--- src/rtl/core/aptb_pkg.sv ---
// Shared types and constants for the aged point trail buffer.
package aptb_pkg;

  // Request kinds.
  localparam logic [1:0] KIND_PUSH  = 2'd0;
  localparam logic [1:0] KIND_TICK  = 2'd1;
  localparam logic [1:0] KIND_DRAW  = 2'd2;
  localparam logic [1:0] KIND_CLEAR = 2'd3;

  localparam logic [31:0] LIFETIME_DEFAULT = 32'd32768;
  localparam logic [33:0] DUP_LIMIT        = 34'd4295;

  // Width of one stored point word.
  localparam int PT_W = 128;

  typedef struct packed {
    logic [1:0]         kind;
    logic signed [31:0] pos_x;
    logic signed [31:0] pos_y;
    logic signed [31:0] pos_z;
    logic [31:0]        delta_time;
    logic [7:0]         base_red;
    logic [7:0]         base_green;
    logic [7:0]         base_blue;
  } in_item_t;

  typedef struct packed {
    logic signed [31:0] start_x;
    logic signed [31:0] start_y;
    logic signed [31:0] start_z;
    logic signed [31:0] end_x;
    logic signed [31:0] end_y;
    logic signed [31:0] end_z;
    logic [7:0]         faded_red;
    logic [7:0]         faded_green;
    logic [7:0]         faded_blue;
    logic               last_segment;
  } out_item_t;

  // One stored point: position and age.
  typedef struct packed {
    logic [31:0] x;
    logic [31:0] y;
    logic [31:0] z;
    logic [31:0] age;
  } point_t;

  // Commands from the controller to the datapath.
  typedef struct packed {
    logic load_req;     // capture the request
    logic dup_start;    // register the duplicate test against the newest point
    logic shift_step;   // move one entry one place older
    logic write_new;    // write the new point at the newest slot
    logic age_step;     // add dt to one entry
    logic draw_rd;      // hold the newer point of a draw pair
    logic div_start;    // start the fade division
  } cmd_t;

  // Status from the datapath to the controller.
  typedef struct packed {
    logic dup;
    logic div_done;
    logic expired;
  } stat_t;

endpackage

--- src/rtl/core/aptb_ctrl.sv ---
// Controller state machine sequencing push, tick, draw and clear.
module aptb_ctrl #(
  parameter int TRAIL_DEPTH = 32,
  localparam int AW = $clog2(TRAIL_DEPTH),
  localparam int CW = $clog2(TRAIL_DEPTH + 1)
) (
  input  logic              clk,
  input  logic              rst_n,
  input  logic              in_valid,
  input  logic [1:0]        in_kind,
  output logic              in_stall,
  input  logic              out_free,
  output logic              out_load,
  input  aptb_pkg::stat_t   stat,
  output aptb_pkg::cmd_t    cmd,
  output logic [AW-1:0]     raddr,
  output logic [AW-1:0]     waddr,
  output logic              last
);

  localparam logic [3:0] S_IDLE   = 4'd0;
  localparam logic [3:0] S_DUPRD  = 4'd1;
  localparam logic [3:0] S_DUP    = 4'd2;
  localparam logic [3:0] S_SHIFT  = 4'd3;
  localparam logic [3:0] S_AGERD  = 4'd4;
  localparam logic [3:0] S_AGE    = 4'd5;
  localparam logic [3:0] S_TRIMRD = 4'd6;
  localparam logic [3:0] S_TRIM   = 4'd7;
  localparam logic [3:0] S_DRD0   = 4'd8;
  localparam logic [3:0] S_DRD1   = 4'd9;
  localparam logic [3:0] S_DIV    = 4'd10;
  localparam logic [3:0] S_EMIT   = 4'd11;
  localparam logic [3:0] S_SHRD   = 4'd12;
  localparam logic [3:0] S_NEWPT  = 4'd13;
  localparam logic [3:0] S_DIVW   = 4'd14;

  localparam logic [CW-1:0] MAXP = CW'(TRAIL_DEPTH);

  logic [3:0]    state_r, state_nxt;
  logic [CW-1:0] held_r, held_nxt;
  logic [CW-1:0] idx_r, idx_nxt;

  assign in_stall = (state_r != S_IDLE);
  assign raddr    = idx_r[AW-1:0];
  assign last     = ({1'b0, idx_r} + 1'b1) == {1'b0, held_r};

  always_comb begin
    state_nxt = state_r;
    held_nxt  = held_r;
    idx_nxt   = idx_r;
    cmd       = '0;
    out_load  = 1'b0;
    waddr     = idx_r[AW-1:0];
    case (state_r)
      S_IDLE: begin
        if (in_valid) begin
          cmd.load_req = 1'b1;
          idx_nxt      = '0;
          case (in_kind)
            aptb_pkg::KIND_PUSH:  state_nxt = (held_r == '0) ? S_NEWPT : S_DUPRD;
            aptb_pkg::KIND_TICK:  state_nxt = (held_r == '0) ? S_IDLE : S_AGERD;
            aptb_pkg::KIND_DRAW:  state_nxt = (held_r < CW'(2)) ? S_IDLE : S_DRD0;
            default: begin
              held_nxt  = '0;
              state_nxt = S_IDLE;
            end
          endcase
        end
      end
      // Read the newest point, then test it.
      S_DUPRD: state_nxt = S_DUP;
      S_DUP: begin
        cmd.dup_start = 1'b1;
        state_nxt = S_SHRD;
        idx_nxt = (held_r == MAXP) ? held_r - CW'(2) : held_r - CW'(1);
      end
      // Shift from the oldest kept entry toward the newest.
      S_SHRD: begin
        if (stat.dup) begin
          state_nxt = S_IDLE;
        end else begin
          state_nxt = S_SHIFT;
        end
      end
      S_SHIFT: begin
        cmd.shift_step = 1'b1;
        waddr = AW'(idx_r + CW'(1));
        if (idx_r == '0) begin
          state_nxt = S_NEWPT;
        end else begin
          idx_nxt   = idx_r - CW'(1);
          state_nxt = S_SHRD;
        end
      end
      S_NEWPT: begin
        cmd.write_new = 1'b1;
        waddr = '0;
        if (held_r != MAXP) begin
          held_nxt = held_r + CW'(1);
        end
        state_nxt = S_IDLE;
      end
      // Age each entry: read then write.
      S_AGERD: state_nxt = S_AGE;
      S_AGE: begin
        cmd.age_step = 1'b1;
        if (idx_r == held_r - CW'(1)) begin
          state_nxt = S_TRIMRD;
        end else begin
          idx_nxt   = idx_r + CW'(1);
          state_nxt = S_AGERD;
        end
      end
      // Trim expired entries from the oldest end; idx already points there.
      S_TRIMRD: state_nxt = S_TRIM;
      S_TRIM: begin
        if (stat.expired) begin
          held_nxt = held_r - CW'(1);
          if (idx_r == '0) begin
            state_nxt = S_IDLE;
          end else begin
            idx_nxt   = idx_r - CW'(1);
            state_nxt = S_TRIMRD;
          end
        end else begin
          state_nxt = S_IDLE;
        end
      end
      // Draw: read newer point, then older point while dividing.
      S_DRD0: state_nxt = S_DRD1;
      S_DRD1: begin
        cmd.draw_rd = 1'b1;
        idx_nxt = idx_r + CW'(1);
        state_nxt = S_DIV;
      end
      S_DIV: begin
        cmd.div_start = 1'b1;
        state_nxt = S_DIVW;
      end
      S_DIVW: begin
        if (stat.div_done) begin
          state_nxt = S_EMIT;
        end
      end
      S_EMIT: begin
        if (out_free) begin
          out_load = 1'b1;
          if (last) begin
            state_nxt = S_IDLE;
          end else begin
            state_nxt = S_DRD1;
          end
        end
      end
      default: state_nxt = S_IDLE;
    endcase
  end

  always_ff @(posedge clk) begin
    if (!rst_n) begin
      state_r <= S_IDLE;
      held_r  <= '0;
      idx_r   <= '0;
    end else begin
      state_r <= state_nxt;
      held_r  <= held_nxt;
      idx_r   <= idx_nxt;
    end
  end

endmodule

--- config.mk ---
export PLATFORM = sky130hd
export DESIGN_NAME = aptb_ctrl
export DESIGN_NICKNAME = d
export VERILOG_FILES = /design/src/rtl/core/aptb_pkg.sv /design/src/rtl/core/aptb_ctrl.sv
export SDC_FILE = /design/constraint.sdc
export NUM_CORES = 1
export LEC_CHECK = 0
export ABC_CLOCK_PERIOD_IN_PS = 2500
export BUFFER_PORTS_ARGS = -buffer_cell sky130_fd_sc_hd__buf_4
export CORE_ASPECT_RATIO = 1.75
export CORE_MARGIN = 4
export CORE_UTILIZATION = 45
export CTS_BUF_LIST = sky130_fd_sc_hd__clkbuf_16
export DETAILED_ROUTE_END_ITERATION = 8
export PLACE_DENSITY = 0.62
export SYNTH_ARGS = -nofsm -noshare
export SYNTH_HDL_FRONTEND = slang
export SYNTH_SLANG_ARGS = --single-unit
export TNS_END_PERCENT = 30
--- constraint.sdc ---
create_clock -name clk -period 2.5 [get_ports clk]
set_input_delay 0.125 -clock clk [delete_from_list [all_inputs] [get_ports clk]]
set_output_delay 0.125 -clock clk [all_outputs]
set_load 0.1 [all_outputs]
==> results.yml, run 1 <==
yosys:
  ys_warn_count: 0
  synth.avg_cell_area_um2: 7.23
  syn_nets: 296
  syn_area_um2: 2020
  async_flop_share_pct: 0
  yosysUniqueCellTypes: 66
  ys_seq_area_share_pct: 15.9
  yosys_most_used_dff: "dfxtp_1"
  synth_cells: 279
  synth_edf_count: 0
  ys_seq_elements: 16
detailed_routing:
  dr.pass1.iters: 4
  drt_iter0_markers: 88
  via_per_inst: 6.39
  drc: 0
  routed_wl_mm: 6.91
  wl_per_cell_um: 19.9
  antenna_left: 0
  vias: 2223
cells_and_area:
  layout_commonest_cell: "buf_4"
  antennaDiodeCount: 0
  fin_util_pct: 55.2
  fin_nets: 315
  drive_gt1_share_pct: 24.9
  fillCellCount: 452
  syn2layout_area_growth_pct: 19.5
  layout_common_cells: "buf_4, nand2_1, nor2_1"
  final_area_um2: 2410
floorplan:
  initial_core_util_pct: 46.2
  rows: 32
  die_w_um: 58.6
  io-pin-count: 29
  core_um2: 4360
  die-height_um: 96.6
  dieArea_um2: 5660
clock_network:
  cts_resized: 0
  cts_tree: "done"
  cts_setup_buffers: 0
  cts-root-buf: "clkbuf_16"
  clk_path_buf_depth: 2
  clk_pin_slew_ns: 0.05
  hold_buffers: 0
  clock_latency_ns: 0.25
  cts_sinks: 16
  htreeDepth: 1
  cts_buffers: 3
sta:
  rsz0062_at_grt: "false"
  fmax_mhz: 421
  min_period_over_period_pct: 95.0
  worst_slack_ns: 0.126
  fin_setup_tns_ns: 0
  slew_viol_final: 0
  finalSetupViolations: 0
  fin_crit_ns: 2.37
  hold_viol: 0
  skew_ns: 0.00239
  tightest_slew_ns: 0.551
  max_slew_margin_pct: 63.2
worst_setup_path:
  crit_buf_inv: 2
  cp_max_fo: 8
  crit_path_max_incr_delay_ns: 0.46
  rr_endpoint: "idx_r[1]"
  start_kind: "flop"
  crit_chain: "inv_2, ha_4, xnor2_1, nand4_1, a2111oi_4, buf_6"
  critPathKind: "reg2out"
  critical-path-top-delay-family: "flip-flops"
  endpoint: "last"
  critPathLaunch: "idx_r[1]"
  critPathSlowestCell: "dfxtp_2"
  worstRegToRegCells: 8
  reg2reg_slack_ns: 0.16
  r2r_start: "held_r[1]"
  endpoint_kind: "output pin"
  cp.depth: 6
  arrival_ns: 2.25
  cp.required_ns: 2.38
global_route:
  overflow: 0
  antenna_found_initial: 0
  grt_pass1_vias: 2147
  grt_max_degree: 20
  grt_pass1_wl_mm: 10.9
  grt_usage_pct: 25.6
power:
  p_switching_uw: 1160
  p_int_uw: 945
  clkPwrFrac_pct: 15.6
  finalPower_uw: 2110
  ir_drop_v: 0.000632
  combPwrFrac_pct: 65.4
  p_seq_share_pct: 19.0
  power.density_nw_per_um2: 874
  leakage_uw: 0.000966
  p_sw_share_pct: 55.1
placement:
  gp_congestion: 0.929
  place_hpwl_mm: 5.34
  io_buffers: 28
  place_ws_ns: 0.184
  dpl-instance-area_um2: 2320
run:
  cap_violations: 0
hold_path:
  worstHoldPathType: "in2reg"
  hold_depth: 4
run_status:
  outcome: "complete, no violations"
-- synthesized netlist by cell type, types with 8 or more instances --
library cell	n	area, um^2
nand2_1	22	82.6
nor2_1	20	75.1
o21ai_0	19	95.1
a21oi_1	18	90.1
dfxtp_1	16	320
nand3_1	14	70.1
xnor2_1	11	96.3
buf_2	10	50.1
clkbuf_1	10	37.5
inv_1	10	37.5
ha_1	8	100
xor2_1	8	70.1
-- layer usage --
metal	global-route usage (%)	wire length, um	vias up
met5	0	0	-
met4	16.8	495	0
met3	3.19	293	42
met2	47.4	3580	100
met1	26.1	2550	1022
li1	-	-	1059
-- sequential cells by signal, summed over array words and instances, names as in the netlist --
name and flops:
held_r 6, idx_r 6, state_r 4
-- cell families after synthesis --
kind of cell / Yosys count / share of synthesized area [%]
and+or+nand+nor: 103 / 28.0
AOI/OAI and AO/OA: 91 / 31.6
buffers and inverters: 40 / 9.93
xor gates and xnor gates: 20 / 9.06
DFF: 16 / 15.9
adders and majority gates: 8 / 4.96
muxes: 1 / 0.496
-- worst min-delay path by stage --
stage / startpoint / end / slack [ns]
final: stat[1] / state_r[2] / 0.19
after global routing: stat[1] / state_r[2] / 0.21
after CTS: stat[1] / state_r[2] / 0.19
after detailed placement: stat[1] / state_r[2] / 0.45
after global placement: stat[1] / state_r[2] / 0.46
after floorplan: rst_n / idx_r[0] / 0.27
-- per-stage QoR --
stage,hold WS (ns),instances
final,0.188,348
after global routing,0.206,348
after CTS,0.192,348
after detailed placement,0.453,344
after global placement,0.456,344
after floorplan,0.275,279
-- worst reg2reg max path: stages (launching register included) --
cell       delay (ns)
dfxtp_1          0.35
inv_1            0.20
ha_1             0.28
or4b_1           0.49
o2111ai_1        0.19
or3_1            0.17
o21ai_2          0.08
a2111oi_0        0.35
a211oi_1         0.09
-- final cells by class --
type	count	area, um^2	share of cell area, %
clock buffers	3	75.1	3.12
flip-flops and latches	16	324	13.4
multi-input cells	223	1570	65.3
inverters	12	51.3	2.13
well taps	51	63.8	2.65
clock inverters	1	3.75	0.156
repair buffers	42	319	13.2
-- power by group through the flow --
stage	combinational, uW	sequential [uW]	clock [uW]
after floorplan	1140	338	0
after global placement	1350	396	0
after detailed placement	1360	401	0
after CTS	1370	395	327
after global routing	1470	406	339
final	1380	400	328
(Power assumes the default switching activity.)
==> run 2: changes to the inputs <==
- CORE_MARGIN: 4 -> default
==> run 2 against run 1 <==
Effect of this change:
- count of clock-buffer cells in the layout is the same
- clock power is essentially flat
- clock skew grew 0.00084 ns
- utilization grew 1.9 points
- routed wire length shrank 6.2%
- non-clock buffer count is the same
- global-route usage grew 4.3 points
- register-to-register slack gained 0.03 ns
- worst hold slack lost 0.013 ns
- sequential share of layout area is essentially flat
- combinational power is essentially flat
- critical path type unchanged
==> results.yml, run 2 (synthesis results as in run 1) <==
detailed_routing:
  dr.pass1.iters: 4
  met3_length_um: 290
  antenna_left: 0
  wl_per_cell_um: 18.7
  dr.max_layer_used: "met4"
  wl_met1_mm: 2.34
  met2_wirelength_mm: 3.46
  drc: 0
  vias: 2211
  routed_wl_mm: 6.48
  drt_iter0_markers: 88
  via_per_inst: 6.39
sta:
  worst_slack_ns: 0.0946
  rsz0062_at_grt: "false"
  hold_viol: 0
  fin_crit_ns: 2.41
  max_slew_margin_pct: 66.2
  min_period_over_period_pct: 96.2
  fin_setup_tns_ns: 0
  slew_viol_final: 0
  tightest_slew_ns: 0.506
  finalSetupViolations: 0
  fmax_mhz: 416
  skew_ns: 0.00323
cells_and_area:
  drive_gt1_share_pct: 25.3
  top_regs: "held_r: 6 flops, idx_r: 6 flops, state_r: 4 flops"
  fin_nets: 315
  final_area_um2: 2410
  fillCellCount: 437
  antennaDiodeCount: 0
  syn2layout_area_growth_pct: 19.7
  layout_commonest_cell: "buf_4"
  layout_common_cells: "buf_4, nand2_1, nor2_1"
  fin_util_pct: 57.1
  stdcell_count: 346
worst_setup_path:
  cp_max_fo: 8
  rr_endpoint: "idx_r[2]"
  start_kind: "flop"
  worstRegToRegCells: 9
  critPathKind: "reg2out"
  cp.required_ns: 2.38
  arrival_ns: 2.28
  reg2reg_slack_ns: 0.19
  r2r_start: "held_r[1]"
  endpoint_kind: "output pin"
  critPathLaunch: "idx_r[0]"
global_route:
  overflow: 0
  antenna_found_initial: 0
  grt_pass1_vias: 2106
  grt_pass1_wl_mm: 10.4
  grt_max_degree: 18
  grt_usage_pct: 29.9
floorplan:
  initial_core_util_pct: 47.7
  rows: 31
  die_w_um: 52.6
  core_um2: 4230
  io-pin-count: 29
  dieArea_um2: 4760
  die-height_um: 90.6
placement:
  place_ws_ns: 0.184
  io_buffers: 28
  dpl-instance-area_um2: 2310
  gp_congestion: 0.916
  place_hpwl_mm: 4.99
  place_inst: 342
hold_path:
  worstHoldPathType: "in2reg"
  hold_start: "stat[1]"
  hold_depth: 4
  holdPathEnd: "state_r[2]"
clock_network:
  clock_latency_ns: 0.26
  clk_path_buf_depth: 2
  cts-root-buf: "clkbuf_16"
  cts_buffers: 3
  hold_buffers: 0
  htreeDepth: 1
  clk_pin_slew_ns: 0.05
  cts_tree: "done"
  cts_sinks: 16
run:
  cap_violations: 0
power:
  power.density_nw_per_um2: 866
  leakage_uw: 0.000975
  ir_drop_v: 0.000630
run_status:
  outcome: "complete, no violations"
[run 2: changes by cell type in the layout (fill, tap and decap cells not counted)]
cell / change
buf_6: -1
ha_1: -1
a21boi_4: +1
ha_2: +1
buf_4: +1
a2111oi_1: +1
a2111oi_0: -1
a21boi_2: -1
[run 2: critical path: stages (launching register included)]
cell and delay [ns]:
dfxtp_2 0.46, ha_4 0.23, xor2_1 0.18, xnor2_1 0.14, nand4_1 0.16, a2111oi_4 0.47
buf_4 0.38
[run 2: what timing repair did]
| item | in CTS | in global routing |
|---|---|---|
| setup endpoints to repair | 0 | 7 |
| resized for setup | 0 | 6 |
| setup buffers | 0 | 0 |
| hold endpoints to repair | 0 | 0 |
[run 2: how the worst max path moves through the flow]
stage,to,slack (ns),depth (start not counted)
2_1_floorplan,state_r[3],-0.37,7
3_3_place_gp,idx_r[2],0.21,9
3_5_place_dp,idx_r[1],0.18,8
4_1_cts,last,0.08,6
5_1_grt,last,0.008,5
6_report,last,0.09,6
[run 2: cell type report]
| cell class | count | area (um^2) | share of cell area (%) |
|---|---|---|---|
| Inverter | 12 | 51.3 | 2.12 |
| Clock buffer | 3 | 75.1 | 3.11 |
| Sequential cell | 16 | 324 | 13.4 |
| Clock inverter | 1 | 3.75 | 0.155 |
| Timing Repair Buffer | 42 | 315 | 13.1 |
| Tap cell | 49 | 61.3 | 2.54 |
| Multi-Input combinational cell | 223 | 1580 | 65.6 |
[run 2: layer usage]
layer | vias to the layer above | GRT usage (%)
met5 | - | 0
li1 | 1061 | -
met2 | 78 | 51.5
met1 | 1047 | 31.0
met3 | 25 | 4.38
met4 | 0 | 21.1
[run 2: power breakdown]
part	leakage (uW)	internal (uW)	switching, uW
clock	0.0000385	213	118
sequential	0.000131	295	89.3
combinational	0.000805	445	932
[run 2: per-stage QoR]
step / total power (uW) / hold WS (ns)
final: 2090 / 0.175
after global routing: 2220 / 0.198
after CTS: 2070 / 0.175
after detailed placement: 1740 / 0.438
after global placement: 1730 / 0.441
after floorplan: 1480 / 0.275
==> run 3: changes to the inputs <==
- PLACE_DENSITY: 0.62 -> 0.65
- SLEW_MARGIN: default -> 20
==> run 3 against run 2 <==
Effect of this change:
- register-to-register slack worse by 0.04 ns
- combinational power hardly changed
- total power is 0.43% lower
- non-clock buffer count is 3 higher
- setup slack worse by 0.011 ns
- critical path type unchanged
- count of clock-buffer cells in the layout stayed put
- sequential cell count stayed put
- worst hold slack better by 0.014 ns
- first-iteration DRC count is 24% lower
- die area stayed put
- critical endpoint unchanged
- fmax is 0.44% lower
- sequential share of layout area is 0.086 points lower
==> results.yml, run 3 (synthesis results as in run 1) <==
placement:
  place_hpwl_mm: 5.01
  gp_congestion: 1.01
  io_buffers: 28
  dpl-instance-area_um2: 2340
power:
  leakage_uw: 0.000980
  finalPower_uw: 2080
  ir_drop_v: 0.000768
  power.density_nw_per_um2: 860
detailed_routing:
  wl_met1_mm: 2.32
  antenna_left: 0
  drc: 0
  dr.max_layer_used: "met4"
  drt_iter0_markers: 67
  met3_length_um: 247
  vias: 2226
  via_per_inst: 6.38
  routed_wl_mm: 6.40
  wl_per_cell_um: 18.3
  met2_wirelength_mm: 3.47
  dr.pass1.iters: 4
clock_network:
  htreeDepth: 1
  cts-root-buf: "clkbuf_16"
  cts_setup_buffers: 0
  clk_pin_slew_ns: 0.05
  clk_path_buf_depth: 2
  cts_sinks: 16
  clock_latency_ns: 0.25
  cts_tree: "done"
  hold_buffers: 0
  cts_resized: 0
  cts_buffers: 3
worst_setup_path:
  start_kind: "flop"
  cp_max_fo: 8
  critPathKind: "reg2out"
  endpoint_kind: "output pin"
  arrival_ns: 2.29
  cp.required_ns: 2.38
cells_and_area:
  antennaDiodeCount: 0
  syn2layout_area_growth_pct: 20.0
  fin_util_pct: 57.3
  seqCellArea_um2: 323
  final_area_um2: 2420
  layout_common_cells: "buf_4, nand2_1, nor2_1"
  fillCellCount: 410
  layout_commonest_cell: "buf_4"
  drive_gt1_share_pct: 25.0
  multiInputGateArea_um2: 1570
  top_regs: "held_r: 6 flops, idx_r: 6 flops, state_r: 4 flops"
  fin_nets: 318
sta:
  fmax_mhz: 414
  max_slew_margin_pct: 60.9
  skew_ns: 0.00183
  fin_crit_ns: 2.42
  min_period_over_period_pct: 96.6
  hold_viol: 0
  finalSetupViolations: 0
  slew_viol_final: 0
  rsz0062_at_grt: "false"
  tightest_slew_ns: 0.585
floorplan:
  rows: 31
  die-height_um: 90.6
  dieArea_um2: 4760
  initial_core_util_pct: 47.7
  core_um2: 4230
  die_w_um: 52.6
  io-pin-count: 29
global_route:
  grt_pass1_vias: 2127
  antenna_found_initial: 0
  grt_pass1_wl_mm: 10.4
  overflow: 0
  grt_max_degree: 19
  grt_usage_pct: 29.0
run_status:
  outcome: "complete, no violations"
hold_path:
  worstHoldPathType: "in2reg"
run:
  cap_violations: 0
==> run 3: cell types whose count changed in the layout (fill, tap and decap cells not counted), sizes merged <==
| cell | change |
|---|---|
| buf | +3 |
==> run 3: metrics by stage <==
stage	TNS (ns)	setup slack [ns]	hold WS, ns	cells
final	0	0.0839	0.189	349
after global routing	0	0.00496	0.208	349
after CTS	0	0.119	0.194	349
after detailed placement	0	0.190	0.455	345
after global placement	0	0.300	0.454	345
after floorplan	-1.03	-0.372	0.275	279
==> run 3: metal layers <==
| layer | global-route usage [%] | vias up |
|---|---|---|
| met3 | 2.53 | 30 |
| met2 | 50.9 | 93 |
| met1 | 31.7 | 1039 |
| li1 | - | 1064 |
| met4 | 17.3 | 0 |
| met5 | 0 | - |
==> run 3: final timing paths <==
path              from         end  slack (ns)  cells past startpoint
max           idx_r[1]        last        0.08                      6
min            stat[1]  state_r[2]        0.19                      4
max reg2reg  held_r[1]    idx_r[2]        0.15                      9
min reg2reg   idx_r[5]    idx_r[5]        0.57                      2
==> run 3: worst max-delay path, cell delays in order (launching register included) <==
cell and delay, ns:
dfxtp_2 0.45, inv_2 0.11, ha_4 0.28, xnor2_1 0.24
nand4_1 0.21, a2111oi_4 0.38, buf_4 0.36
==> run 3: final cells by class <==
type | instances | share of cell area, %
clock buffers | 3 | 3.10
flip-flops and latches | 16 | 13.3
well taps | 49 | 2.53
repair buffers | 45 | 14.0
inverters | 12 | 2.12
multi-input cells | 223 | 64.8
clock inverters | 1 | 0.155
==> run 3: report_power, final <==
part	total, uW	switching, uW	leakage [uW]	internal, uW
Sequential	385	90.7	0.000131	295
Combinational	1370	933	0.000811	437
Clock	327	114	0.0000385	213
Total	2080	1140	0.000980	945
